==> src/design/trrs_pkg.sv <==
// Package for the task table round-robin scheduler.
// Holds sizes, slot and status codes and the controller/datapath command types.
// Depends on nothing.
package trrs_pkg;

  localparam int SLOT_COUNT = 16;
  localparam int CPU_COUNT  = 4;
  localparam int SLOT_W     = (SLOT_COUNT > 1) ? $clog2(SLOT_COUNT) : 1;
  localparam int CPU_IW     = (CPU_COUNT > 1) ? $clog2(CPU_COUNT) : 1;

  typedef enum logic [1:0] {
    ST_UNUSED     = 2'd0,
    ST_RUNNABLE   = 2'd1,
    ST_RUNNING    = 2'd2,
    ST_TERMINATED = 2'd3
  } slot_state_t;

  typedef enum logic [1:0] {
    STATUS_OK            = 2'd0,
    STATUS_NO_FREE       = 2'd1,
    STATUS_NONE_RUNNABLE = 2'd2,
    STATUS_NO_CURRENT    = 2'd3
  } status_t;

  typedef enum logic [1:0] {
    REQ_CREATE = 2'd0,
    REQ_SCHED  = 2'd1,
    REQ_YIELD  = 2'd2,
    REQ_KILL   = 2'd3
  } req_kind_t;

  typedef enum logic [2:0] {
    ASEL_HOLD,
    ASEL_ZERO,
    ASEL_TARGET,
    ASEL_CURRENT,
    ASEL_POINTER,
    ASEL_NEXT
  } addr_sel_t;

  typedef enum logic [2:0] {
    ACT_NONE,
    ACT_MARK,
    ACT_RELEASE,
    ACT_CREATE,
    ACT_DISPATCH,
    ACT_FAIL
  } action_t;

  typedef struct packed {
    logic      latch;
    addr_sel_t addr_sel;
    action_t   action;
    status_t   fail_status;
    logic      load;
  } ctrl_cmd_t;

  typedef struct packed {
    req_kind_t   req_kind;
    logic        cpu_ok;
    logic        target_ok;
    logic        cur_valid;
    slot_state_t slot_st;
    logic        out_free;
  } dp_status_t;

endpackage

==> src/design/trrs_if.sv <==
// Valid/ready channel interfaces for requests and results.
// Stand-alone; widths follow the request and result fields.
interface trrs_req_if;
  logic       valid;
  logic       ready;
  logic [1:0] req_type;
  logic [1:0] cpu_index;
  logic [3:0] target_slot;

  modport source (output valid, req_type, cpu_index, target_slot, input ready);
  modport sink (input valid, req_type, cpu_index, target_slot, output ready);
endinterface

interface trrs_rsp_if;
  logic        valid;
  logic        ready;
  logic [1:0]  status;
  logic [3:0]  slot_index;
  logic [31:0] task_id;

  modport source (output valid, status, slot_index, task_id, input ready);
  modport sink (input valid, status, slot_index, task_id, output ready);
endinterface

==> src/design/task_table_round_robin_scheduler.sv <==
// Top level of the task table round-robin scheduler.
// Depends on trrs_pkg, trrs_if, trrs_ctrl and trrs_dp.
//
// Requests arrive on the req channel (req_type, cpu_index, target_slot) and
// each produces exactly one result on the rsp channel (status, slot_index,
// task_id). A transfer takes place when valid and ready are both high.
// One request is worked on at a time; req.ready is high only while the
// controller is idle. A create or a schedule scans the table one slot per
// cycle, over at most SLOT_COUNT slots, as there is a single read address
// into the slot table; a yield or a kill needs no scan. The controller
// returns to idle after each load.
// The result sits in an output register, so a new request is taken while
// the previous result still waits; if the receiver stalls, the following
// result is held in the datapath until the output register empties.
// Synchronous reset marks every slot unused, clears all ids, per-CPU
// records and the id counter, and empties the output register.
module task_table_round_robin_scheduler
  import trrs_pkg::*;
(
  input logic     clk,
  input logic     rst,
  trrs_req_if.sink   req,
  trrs_rsp_if.source rsp
);

  ctrl_cmd_t  cmd;
  dp_status_t stat;

  trrs_ctrl u_ctrl (
    .clk      (clk),
    .rst      (rst),
    .in_valid (req.valid),
    .in_ready (req.ready),
    .stat     (stat),
    .cmd      (cmd)
  );

  trrs_dp u_dp (
    .clk            (clk),
    .rst            (rst),
    .cmd            (cmd),
    .stat           (stat),
    .in_req_type    (req.req_type),
    .in_cpu_index   (req.cpu_index),
    .in_target_slot (req.target_slot),
    .out_valid      (rsp.valid),
    .out_ready      (rsp.ready),
    .out_status     (rsp.status),
    .out_slot_index (rsp.slot_index),
    .out_task_id    (rsp.task_id)
  );

endmodule

==> src/design/trrs_dp.sv <==
// Datapath of the scheduler: slot table, per-CPU records, pending and output result.
// Depends on trrs_pkg; driven by trrs_ctrl through ctrl_cmd_t.
module trrs_dp
  import trrs_pkg::*;
(
  input  logic        clk,
  input  logic        rst,
  input  ctrl_cmd_t   cmd,
  output dp_status_t  stat,
  input  logic [1:0]  in_req_type,
  input  logic [1:0]  in_cpu_index,
  input  logic [3:0]  in_target_slot,
  output logic        out_valid,
  input  logic        out_ready,
  output logic [1:0]  out_status,
  output logic [3:0]  out_slot_index,
  output logic [31:0] out_task_id
);

  slot_state_t             slot_state [SLOT_COUNT];
  logic [31:0]             slot_id [SLOT_COUNT];
  logic [CPU_COUNT-1:0]    cpu_current_valid;
  logic [SLOT_W-1:0]       cpu_current_slot [CPU_COUNT];
  logic [SLOT_W-1:0]       cpu_scan_pointer [CPU_COUNT];
  logic [31:0]             last_id;

  req_kind_t               lat_req;
  logic [1:0]              lat_cpu;
  logic [3:0]              lat_target;
  logic [SLOT_W-1:0]       addr;
  logic [SLOT_W-1:0]       addr_next;
  logic [SLOT_W-1:0]       addr_inc;
  logic [CPU_IW-1:0]       cpu_idx;
  logic [1:0]              pend_status;
  logic [SLOT_W-1:0]       pend_slot;
  logic [31:0]             pend_id;
  logic [31:0]             id_next;
  slot_state_t             cur_st;

  assign cpu_idx  = CPU_IW'(lat_cpu);
  assign addr_inc = (addr == SLOT_W'(SLOT_COUNT - 1)) ? '0 : addr + 1'b1;
  assign cur_st   = slot_state[addr];
  assign id_next  = last_id + 32'd1;

  always_comb begin
    case (cmd.addr_sel)
      ASEL_ZERO:    addr_next = '0;
      ASEL_TARGET:  addr_next = SLOT_W'(lat_target);
      ASEL_CURRENT: addr_next = cpu_current_slot[cpu_idx];
      ASEL_POINTER: addr_next = cpu_scan_pointer[cpu_idx];
      ASEL_NEXT:    addr_next = addr_inc;
      default:      addr_next = addr;
    endcase
  end

  always_comb begin
    stat.req_kind  = lat_req;
    stat.cpu_ok    = (32'(lat_cpu) < CPU_COUNT);
    stat.target_ok = (32'(lat_target) < SLOT_COUNT);
    stat.cur_valid = stat.cpu_ok && cpu_current_valid[cpu_idx];
    stat.slot_st   = cur_st;
    stat.out_free  = !out_valid || out_ready;
  end

  always_ff @(posedge clk) begin
    if (rst) begin
      for (int i = 0; i < SLOT_COUNT; i++) begin
        slot_state[i] <= ST_UNUSED;
        slot_id[i]    <= '0;
      end
      for (int c = 0; c < CPU_COUNT; c++) begin
        cpu_current_slot[c] <= '0;
        cpu_scan_pointer[c] <= '0;
      end
      cpu_current_valid <= '0;
      last_id           <= '0;
      out_valid         <= 1'b0;
      addr              <= '0;
    end else begin
      if (cmd.latch) begin
        lat_req    <= req_kind_t'(in_req_type);
        lat_cpu    <= in_cpu_index;
        lat_target <= in_target_slot;
      end
      addr <= addr_next;
      case (cmd.action)
        ACT_MARK: begin
          slot_state[addr] <= ST_TERMINATED;
        end
        ACT_RELEASE: begin
          slot_state[addr]           <= (cur_st == ST_TERMINATED) ? ST_UNUSED : ST_RUNNABLE;
          cpu_current_valid[cpu_idx] <= 1'b0;
          pend_status                <= STATUS_OK;
          pend_slot                  <= addr;
          pend_id                    <= slot_id[addr];
        end
        ACT_CREATE: begin
          last_id          <= id_next;
          slot_id[addr]    <= id_next;
          slot_state[addr] <= ST_RUNNABLE;
          pend_status      <= STATUS_OK;
          pend_slot        <= addr;
          pend_id          <= id_next;
        end
        ACT_DISPATCH: begin
          slot_state[addr]           <= ST_RUNNING;
          cpu_current_valid[cpu_idx] <= 1'b1;
          cpu_current_slot[cpu_idx]  <= addr;
          cpu_scan_pointer[cpu_idx]  <= addr_inc;
          pend_status                <= STATUS_OK;
          pend_slot                  <= addr;
          pend_id                    <= slot_id[addr];
        end
        ACT_FAIL: begin
          pend_status <= cmd.fail_status;
          pend_slot   <= '0;
          pend_id     <= '0;
        end
        default: begin
        end
      endcase
      if (cmd.load) begin
        out_valid      <= 1'b1;
        out_status     <= pend_status;
        out_slot_index <= 4'(pend_slot);
        out_task_id    <= pend_id;
      end else if (out_valid && out_ready) begin
        out_valid <= 1'b0;
      end
    end
  end

endmodule

==> src/design/trrs_ctrl.sv <==
// Controller of the scheduler: sequences decode, release, scans and result transfer.
// Depends on trrs_pkg; commands trrs_dp and reads its status.
module trrs_ctrl
  import trrs_pkg::*;
(
  input  logic       clk,
  input  logic       rst,
  input  logic       in_valid,
  output logic       in_ready,
  input  dp_status_t stat,
  output ctrl_cmd_t  cmd
);

  typedef enum logic [3:0] {
    S_IDLE,
    S_DECODE,
    S_KILL,
    S_REL_CHECK,
    S_RELEASE,
    S_SC_LOAD,
    S_SC_SCAN,
    S_CR_SCAN,
    S_RESULT
  } state_t;

  state_t            state;
  state_t            state_next;
  logic [SLOT_W-1:0] cnt;
  logic [SLOT_W-1:0] cnt_next;
  logic              is_sched;
  logic              cnt_last;

  assign is_sched = (stat.req_kind == REQ_SCHED);
  assign cnt_last = (cnt == SLOT_W'(SLOT_COUNT - 1));
  assign in_ready = (state == S_IDLE);

  always_comb begin
    cmd             = '0;
    cmd.addr_sel    = ASEL_HOLD;
    cmd.action      = ACT_NONE;
    cmd.fail_status = STATUS_OK;
    state_next      = state;
    cnt_next        = cnt;
    unique case (state)
      S_IDLE: begin
        if (in_valid) begin
          cmd.latch  = 1'b1;
          state_next = S_DECODE;
        end
      end
      S_DECODE: begin
        unique case (stat.req_kind)
          REQ_CREATE: begin
            cmd.addr_sel = ASEL_ZERO;
            cnt_next     = '0;
            state_next   = S_CR_SCAN;
          end
          REQ_SCHED: begin
            if (stat.cpu_ok) begin
              state_next = S_REL_CHECK;
            end else begin
              cmd.action      = ACT_FAIL;
              cmd.fail_status = STATUS_NONE_RUNNABLE;
              state_next      = S_RESULT;
            end
          end
          REQ_YIELD: state_next = S_REL_CHECK;
          default: begin
            cmd.addr_sel = ASEL_TARGET;
            state_next   = S_KILL;
          end
        endcase
      end
      S_KILL: begin
        if (stat.target_ok && stat.slot_st != ST_UNUSED) begin
          cmd.action = ACT_MARK;
        end
        state_next = S_REL_CHECK;
      end
      S_REL_CHECK: begin
        if (stat.cur_valid) begin
          cmd.addr_sel = ASEL_CURRENT;
          state_next   = S_RELEASE;
        end else if (is_sched) begin
          state_next = S_SC_LOAD;
        end else begin
          cmd.action      = ACT_FAIL;
          cmd.fail_status = STATUS_NO_CURRENT;
          state_next      = S_RESULT;
        end
      end
      S_RELEASE: begin
        cmd.action = ACT_RELEASE;
        state_next = is_sched ? S_SC_LOAD : S_RESULT;
      end
      S_SC_LOAD: begin
        cmd.addr_sel = ASEL_POINTER;
        cnt_next     = '0;
        state_next   = S_SC_SCAN;
      end
      S_SC_SCAN: begin
        if (stat.slot_st == ST_RUNNABLE) begin
          cmd.action = ACT_DISPATCH;
          state_next = S_RESULT;
        end else if (cnt_last) begin
          cmd.action      = ACT_FAIL;
          cmd.fail_status = STATUS_NONE_RUNNABLE;
          state_next      = S_RESULT;
        end else begin
          cmd.addr_sel = ASEL_NEXT;
          cnt_next     = cnt + 1'b1;
        end
      end
      S_CR_SCAN: begin
        if (stat.slot_st == ST_UNUSED) begin
          cmd.action = ACT_CREATE;
          state_next = S_RESULT;
        end else if (cnt_last) begin
          cmd.action      = ACT_FAIL;
          cmd.fail_status = STATUS_NO_FREE;
          state_next      = S_RESULT;
        end else begin
          cmd.addr_sel = ASEL_NEXT;
          cnt_next     = cnt + 1'b1;
        end
      end
      S_RESULT: begin
        if (stat.out_free) begin
          cmd.load   = 1'b1;
          state_next = S_IDLE;
        end
      end
      default: state_next = S_IDLE;
    endcase
  end

  always_ff @(posedge clk) begin
    if (rst) begin
      state <= S_IDLE;
      cnt   <= '0;
    end else begin
      state <= state_next;
      cnt   <= cnt_next;
    end
  end

endmodule
==> src/flat_wrapper.sv <==
// flat-port wrapper written by rule: the top's interface ports become plain ports
module task_table_round_robin_scheduler_flat import trrs_pkg::*;
  (clk, rst, req_valid, req_req_type, req_cpu_index, req_target_slot, req_ready, rsp_valid, rsp_status, rsp_slot_index, rsp_task_id, rsp_ready);
  trrs_req_if req_i ();
  trrs_rsp_if rsp_i ();
  input logic clk;
  input logic rst;
  input wire logic [$bits(req_i.valid)-1:0] req_valid;
  input wire logic [$bits(req_i.req_type)-1:0] req_req_type;
  input wire logic [$bits(req_i.cpu_index)-1:0] req_cpu_index;
  input wire logic [$bits(req_i.target_slot)-1:0] req_target_slot;
  output wire logic [$bits(req_i.ready)-1:0] req_ready;
  output wire logic [$bits(rsp_i.valid)-1:0] rsp_valid;
  output wire logic [$bits(rsp_i.status)-1:0] rsp_status;
  output wire logic [$bits(rsp_i.slot_index)-1:0] rsp_slot_index;
  output wire logic [$bits(rsp_i.task_id)-1:0] rsp_task_id;
  input wire logic [$bits(rsp_i.ready)-1:0] rsp_ready;
  assign req_i.valid = req_valid;
  assign req_i.req_type = req_req_type;
  assign req_i.cpu_index = req_cpu_index;
  assign req_i.target_slot = req_target_slot;
  assign req_ready = req_i.ready;
  assign rsp_valid = rsp_i.valid;
  assign rsp_status = rsp_i.status;
  assign rsp_slot_index = rsp_i.slot_index;
  assign rsp_task_id = rsp_i.task_id;
  assign rsp_i.ready = rsp_ready;
  task_table_round_robin_scheduler u_core (.clk(clk), .rst(rst), .req(req_i), .rsp(rsp_i));
endmodule
==> config.mk <==
export PLATFORM = sky130hd
export DESIGN_NAME = task_table_round_robin_scheduler_flat
export DESIGN_NICKNAME = d
export VERILOG_FILES = /design/src/design/trrs_pkg.sv /design/src/design/trrs_if.sv /design/src/design/task_table_round_robin_scheduler.sv /design/src/design/trrs_dp.sv /design/src/design/trrs_ctrl.sv /design/src/flat_wrapper.sv
export SDC_FILE = /design/constraint.sdc
export NUM_CORES = 1
export LEC_CHECK = 0
export ABC_AREA = 1
export BUFFER_PORTS_ARGS = -buffer_cell sky130_fd_sc_hd__buf_2
export CORE_ASPECT_RATIO = 1.1
export CORE_MARGIN = 10
export CORE_UTILIZATION = 30
export DETAILED_ROUTE_END_ITERATION = 10
export PLACE_DENSITY_LB_ADDON = 0.1
export SLEW_MARGIN = 30
export SYNTH_ARGS = -nofsm -noshare
export SYNTH_HDL_FRONTEND = slang
export SYNTH_SLANG_ARGS = --single-unit
==> constraint.sdc <==
create_clock -name clk -period 4 [get_ports clk]
set_input_delay 0.4 -clock clk [delete_from_list [all_inputs] [get_ports clk]]
set_output_delay 0.4 -clock clk [all_outputs]
set_load 0.05 [all_outputs]
==> impl_metrics.yaml, run 1 <==
drt:
  vias: 23100
  vias_per_cell: 5.13
  first_iter_violations: 1826
  ant_nets: 0
  routed_wl_mm: 108
  drc: 0
  wl_per_cell_microns: 24.0
  drtPass1Iterations: 5
logic_synthesis:
  ys_ff_latch: 715
  ys_seq_area_frac: 0.664
  synth_area_sq_mm: 0.0315
  synth_top_area_cell: "edfxtp_1"
  postSynthCellCount: 3031
  synth_async_sr_flop_share: 0
  synth.yosys.warnings: 0
  synth_ff_type: "edfxtp_1"
  synth_fp_nets: 3049
  synth_top_area_frac: 0.629
  synth_cell_types: 47
  synth.area.top_cells: "edfxtp_1 63%, nor2_1 8.0%, nand2_1 6.8%"
  synth_edf_count: 660
  synth.avg_cell_area_sq_um: 10.4
sta:
  worst_pin_slew_ns: 1.10
  tns_ns: 0
  fin_crit_ns: 3.49
  final_hold_viol_count: 0
  fin_skew_ns: 0.0421
  finalSetupViolCount: 0
  min_period_over_period: 0.872
  finalMaxSlewViolations: 0
  rsz0062_at_grt: "no"
  max_freq_ghz: 0.287
  max_slew_margin: 0.269
die:
  die_h_microns: 360
  die_area_sq_mm: 0.118
  ioPinCount: 52
  die_w_microns: 329
  start_util: 0.303
  core_area_sq_mm: 0.104
  rows: 124
clock_network:
  cts_root_buffer: "clkbuf_16"
  path_clk_slew_ns: 0.06
  cts_buffer_depth: 3
  cts-buffers-inserted: 85
  htreeDepth: 3
  clock_latency_ns: 0.67
  postCtsSetupBuffers: 0
  clock_sink_count: 715
  cts_tree: "yes"
global_route:
  grt_pass1_vias: 23500
  antenna_found_initial: 0
  grt_max_degree: 171
  gr-usage-all-layers: 0.179
  gr-total-overflow: 0
  grt_pass1_wl_mm: 159
hold_path:
  holdPathEnd: "u_core.u_dp.out_valid"
  hold_depth: 4
  min_from: "rsp_ready"
  min_path_type: "in -> reg"
power:
  p_per_area_mw_per_mm2: 508
  max-vdd-ir-drop_mv: 0.274
  power_leakage_uw: 0.0127
setup_path:
  reg2reg_slack_ns: 0.51
  critPathCaptureType: "register"
  critPathMaxFanout: 52
  r2r-end: "u_core.u_dp.pend_id[26]"
  critPathKind: "reg -> reg"
  crit_required_ns: 4.51
  cp_data_arrival_time_ns: 4.00
  rr_worst_depth: 10
  startpoint_type: "register"
finish:
  diodes: 0
  utilization: 0.348
  fill_cells: 10500
  register_area_sq_mm: 0.0209
  multi_input_area_sq_mm: 0.00918
  drive_gt1_frac: 0.103
  nets: 3059
  area_growth_pct: 15.0
flow_run:
  cap_violations: 0
placed_design:
  post-dp-hpwl_mm: 65.6
  gp_congestion: 0.815
  portBuffers: 51
status:
  status: "complete, no violations"
worst max-delay path, cell delays in order (launching register included):
cell,delay (ns)
dfxtp_4,0.43
inv_8,0.14
buf_4,0.41
buf_4,0.57
nand2_1,0.11
a221oi_1,0.66
nor2_1,0.24
nand2_1,0.11
o311ai_0,0.24
buf_4,0.25
nand2_1,0.09
cells by family after synthesis:
family | after synthesis | synth area share
flops | 715 | 0.664
buf+inv | 374 | 0.0480
simple gates | 1388 | 0.176
xor+xnor | 30 | 0.00834
fa+ha+maj | 6 | 0.00238
compound gates | 518 | 0.102
cells in the mapped netlist (all sizes together) (3+ instances only):
cell and count:
a21oi 292, edfxtp 660, clkbuf 156, xnor2 3
nor2 675, nor4 7, nand3 76, o22ai 3
o21ai 53, clkinv 18, buf 68, a221o 4
inv 132, dfxtp 55, ha 6, nor3 32
o311ai 32, a31oi 7, nand2 582, nand4 12
xor2 27, a221oi 120
worst max path at each step:
stage	slack [ns]	depth (start not counted)	startpoint	to
after global routing	0.39	13	register	u_core.u_dp.slot_id[11][29]
final	0.51	10	register	u_core.u_dp.pend_id[26]
after floorplan	0.73	9	u_core.u_ctrl.state[3]	u_core.u_dp.pend_id[0]
after CTS	0.58	13	register	u_core.u_dp.slot_id[11][30]
after detailed placement	0.62	13	register	u_core.u_dp.slot_id[12][1]
after global placement	0.62	10	register	u_core.u_dp.pend_id[26]
layout by cell type, fill, tap and decap left out, types with 74 or more instances in the layout:
cell type and instances:
buf_4 81, clkbuf_16 87, nand3_1 74, inv_1 121, edfxtp_1 660, nand2_1 551, a21oi_1 292, a221oi_1 120
nor2_1 672
report_power, final:
part / switching, uW / internal (uW)
logic: 1560 / 489
registers: 147 / 8450
clock network: 3220 / 4530
total: 4930 / 13500
routing by layer:
layer	up-vias	share of wire	GRT usage	wire length, microns
met5	-	0	0	0
met4	0	0.029	0.0594	3180
met3	159	0.040	0.0197	4300
met2	602	0.50	0.310	54300
met1	11800	0.43	0.229	46000
li1	10600	-	-	-
per-stage QoR:
step | setup slack [ns] | area [sq um] | hold WS [ns] | cells | total power, uW
floorplan | 0.729 | 31500 | 0.400 | 3031 | 9960
global placement | 0.621 | 33400 | 0.401 | 4332 | 10800
detailed placement | 0.623 | 33400 | 0.405 | 4332 | 10800
CTS | 0.582 | 36200 | 0.0619 | 4497 | 18600
global route | 0.393 | 36200 | 0.117 | 4497 | 19100
finish | 0.514 | 36200 | 0.0974 | 4497 | 18400
area by class of cell:
cell class | count | area share
Sequential cell | 715 | 0.578
Timing Repair Buffer | 147 | 0.0297
Inverter | 150 | 0.0159
Tap cell | 1386 | 0.0478
Multi-Input combinational cell | 1942 | 0.253
Clock buffer | 110 | 0.0638
Clock inverter | 47 | 0.0120
state kept, by name (all words and copies together) (netlist names), named ones only:
name	cells
u_core.u_ctrl.cnt	4
u_core.u_dp.slot_state	32
u_core.u_dp.out_slot_index	4
u_core.u_dp.cpu_current_slot	16
u_core.u_dp.slot_id	512
u_core.u_dp.out_valid	1
u_core.u_dp.pend_id	32
u_core.u_dp.cpu_scan_pointer	16
u_core.u_dp.cpu_idx	2
u_core.u_dp.lat_target	4
u_core.u_dp.pend_status	2
u_core.u_dp.last_id	32
u_core.u_dp.addr	4
u_core.u_dp.pend_slot	4
u_core.u_dp.out_task_id	32
u_core.u_ctrl.state	4
u_core.u_dp.lat_req	2
u_core.u_dp.out_status	2
timing repair:
item | in CTS | in global routing
resized for setup | 0 | 0
hold buffers | 8 | 0
endpoints found under the hold margin | 10 | 0
(Power assumes the default switching activity.)
==> run 2, diff against run 1 <==
--- a/config.mk
+++ b/config.mk
@@ -11,7 +11,7 @@
 export CORE_MARGIN = 10
 export CORE_UTILIZATION = 30
 export DETAILED_ROUTE_END_ITERATION = 10
-export PLACE_DENSITY_LB_ADDON = 0.1
+export PLACE_DENSITY = 0.44
 export SLEW_MARGIN = 30
 export SYNTH_ARGS = -nofsm -noshare
 export SYNTH_HDL_FRONTEND = slang
==> impl_metrics.yaml, run 2 (synthesis gave the netlist of run 1 again) <==
clock_network:
  clock_sink_count: 715
  path_clk_slew_ns: 0.06
  htreeDepth: 3
  clock_latency_ns: 0.65
  cts_tree: "yes"
  postCtsSetupBuffers: 0
  cts_buffer_depth: 3
  cts-buffers-inserted: 81
  cts_root_buffer: "clkbuf_16"
setup_path:
  r2r_start: "u_core.u_dp.last_id[0]"
  cp_data_arrival_time_ns: 4.03
  crit_required_ns: 4.46
  worstSetupStartpoint: "u_core.u_dp.last_id[0]"
  critPathMaxFanout: 20
  critPathKind: "reg -> reg"
  startpoint_type: "register"
  critPathCaptureType: "register"
  reg2reg_slack_ns: 0.43
global_route:
  grt_pass1_vias: 23100
  antenna_found_initial: 0
  grt_max_degree: 191
  gr-usage-all-layers: 0.170
  gr-total-overflow: 0
  grt_pass1_wl_mm: 153
sta:
  worst_hold_slack_ns: 0.127
  fin_crit_ns: 3.57
  final_hold_viol_count: 0
  setup_ws_ns: 0.432
  worst_pin_slew_ns: 0.992
  tns_ns: 0
  rsz0062_at_grt: "no"
  fin_skew_ns: 0.0228
  max_slew_margin: 0.330
  max_freq_ghz: 0.280
  min_period_over_period: 0.892
  finalMaxSlewViolations: 0
  finalSetupViolCount: 0
die:
  start_util: 0.303
  ioPinCount: 52
  rows: 124
  die_h_microns: 360
  die_w_microns: 329
  die_area_sq_mm: 0.118
  core_area_sq_mm: 0.104
power:
  max-vdd-ir-drop_mv: 0.403
  p_per_area_mw_per_mm2: 501
  switching_share: 0.262
  net-switching-power_uw: 4750
  power_leakage_uw: 0.0126
  clock_power_share: 0.415
  p_seq_frac: 0.475
  p_int_uw: 13300
  power_uw: 18100
  p_comb_frac: 0.111
drt:
  wl_per_cell_microns: 23.0
  vias: 23000
  drtPass1Iterations: 6
  drc: 0
  ant_nets: 0
  routed_wl_mm: 103
  first_iter_violations: 2334
  vias_per_cell: 5.16
finish:
  utilization: 0.347
  nets: 3035
  final_common_cell: "nor2_1"
  final_cell_mix: "672 x nor2_1, 660 x edfxtp_1, 554 x nand2_1, 292 x a21oi_1, 122 x inv_1"
  largest_register_ffs: 512
  area_growth_pct: 14.7
  drive_gt1_frac: 0.0915
  diodes: 0
  top_register: "u_core.u_dp.slot_id"
placed_design:
  gp_congestion: 0.884
  portBuffers: 51
  post-dp-hpwl_mm: 60.7
  pre_cts_ws_ns: 0.427
status:
  status: "complete, no violations"
hold_path:
  min_from: "rsp_ready"
  min_path_type: "in -> reg"
flow_run:
  cap_violations: 0
## run 2: changes by cell type in the layout (fill, tap and decap cells not counted), moves of 3 or more
cell | before | now
buf_12 | 6 | 21
buf_4 | 81 | 46
nand2_1 | 551 | 554
clkbuf_16 | 87 | 84
clkinvlp_4 | 5 | 0
nand2_4 | 14 | 10
clkbuf_1 | 18 | 25
clkinv_2 | 16 | 12
clkinv_1 | 33 | 30
## run 2: final timing paths
kind,to,depth (start not counted)
hold / removal,u_core.u_dp.out_valid,4
setup / recovery,u_core.u_dp.slot_id[3][28],12
hold reg to reg,u_core.u_dp.out_task_id[10],0
setup reg to reg,u_core.u_dp.slot_id[3][28],12
## run 2: cell type report
cell class | instances | area (sq um)
well taps | 1386 | 1730
fillers | 10500 | 68000
multi-input cells | 1942 | 9150
clock buffers | 114 | 2260
clock inverters | 34 | 380
flip-flops and latches | 715 | 20900
inverters | 150 | 576
repair buffers | 127 | 1110
## run 2: worst max-delay path, cell delays in order (launching register included)
cell,delay [ns]
dfxtp_1,0.30
buf_4,0.27
ha_1,0.24
nand2_1,0.10
nor3_2,0.27
nand2_1,0.25
nor3_2,0.27
nand2_1,0.15
nor2_1,0.31
nand2_1,0.11
xor2_1,0.22
clkinv_1,0.59
nor2_1,0.29
## run 2: routing by layer
metal | track usage | up-vias | wire (microns)
met4 | 0.0643 | 0 | 3810
met1 | 0.221 | 11600 | 43100
met2 | 0.285 | 799 | 50100
met5 | 0 | - | 0
li1 | - | 10500 | -
met3 | 0.0227 | 166 | 5690
## run 2: timing repair
action | in CTS | in global routing
hold buffers | 8 | 0
hold endpoints to repair | 10 | 0
gates resized for setup | 0 | 0
## run 2: power groups by stage
| stage | sequential (uW) | clock (uW) | combinational [uW] |
|---|---|---|---|
| floorplan | 8710 | 0 | 1250 |
| global placement | 8740 | 0 | 2000 |
| detailed placement | 8750 | 0 | 2000 |
| CTS | 8590 | 7650 | 2010 |
| global route | 8610 | 7950 | 2190 |
| finish | 8590 | 7500 | 2000 |
## run 2: stage by stage
| step | cells | instance area, sq um |
|---|---|---|
| 6_report | 4468 | 36100 |
| 5_1_grt | 4468 | 36100 |
| 4_1_cts | 4468 | 36100 |
| 3_5_place_dp | 4312 | 33400 |
| 3_3_place_gp | 4312 | 33400 |
| 2_1_floorplan | 3031 | 31500 |
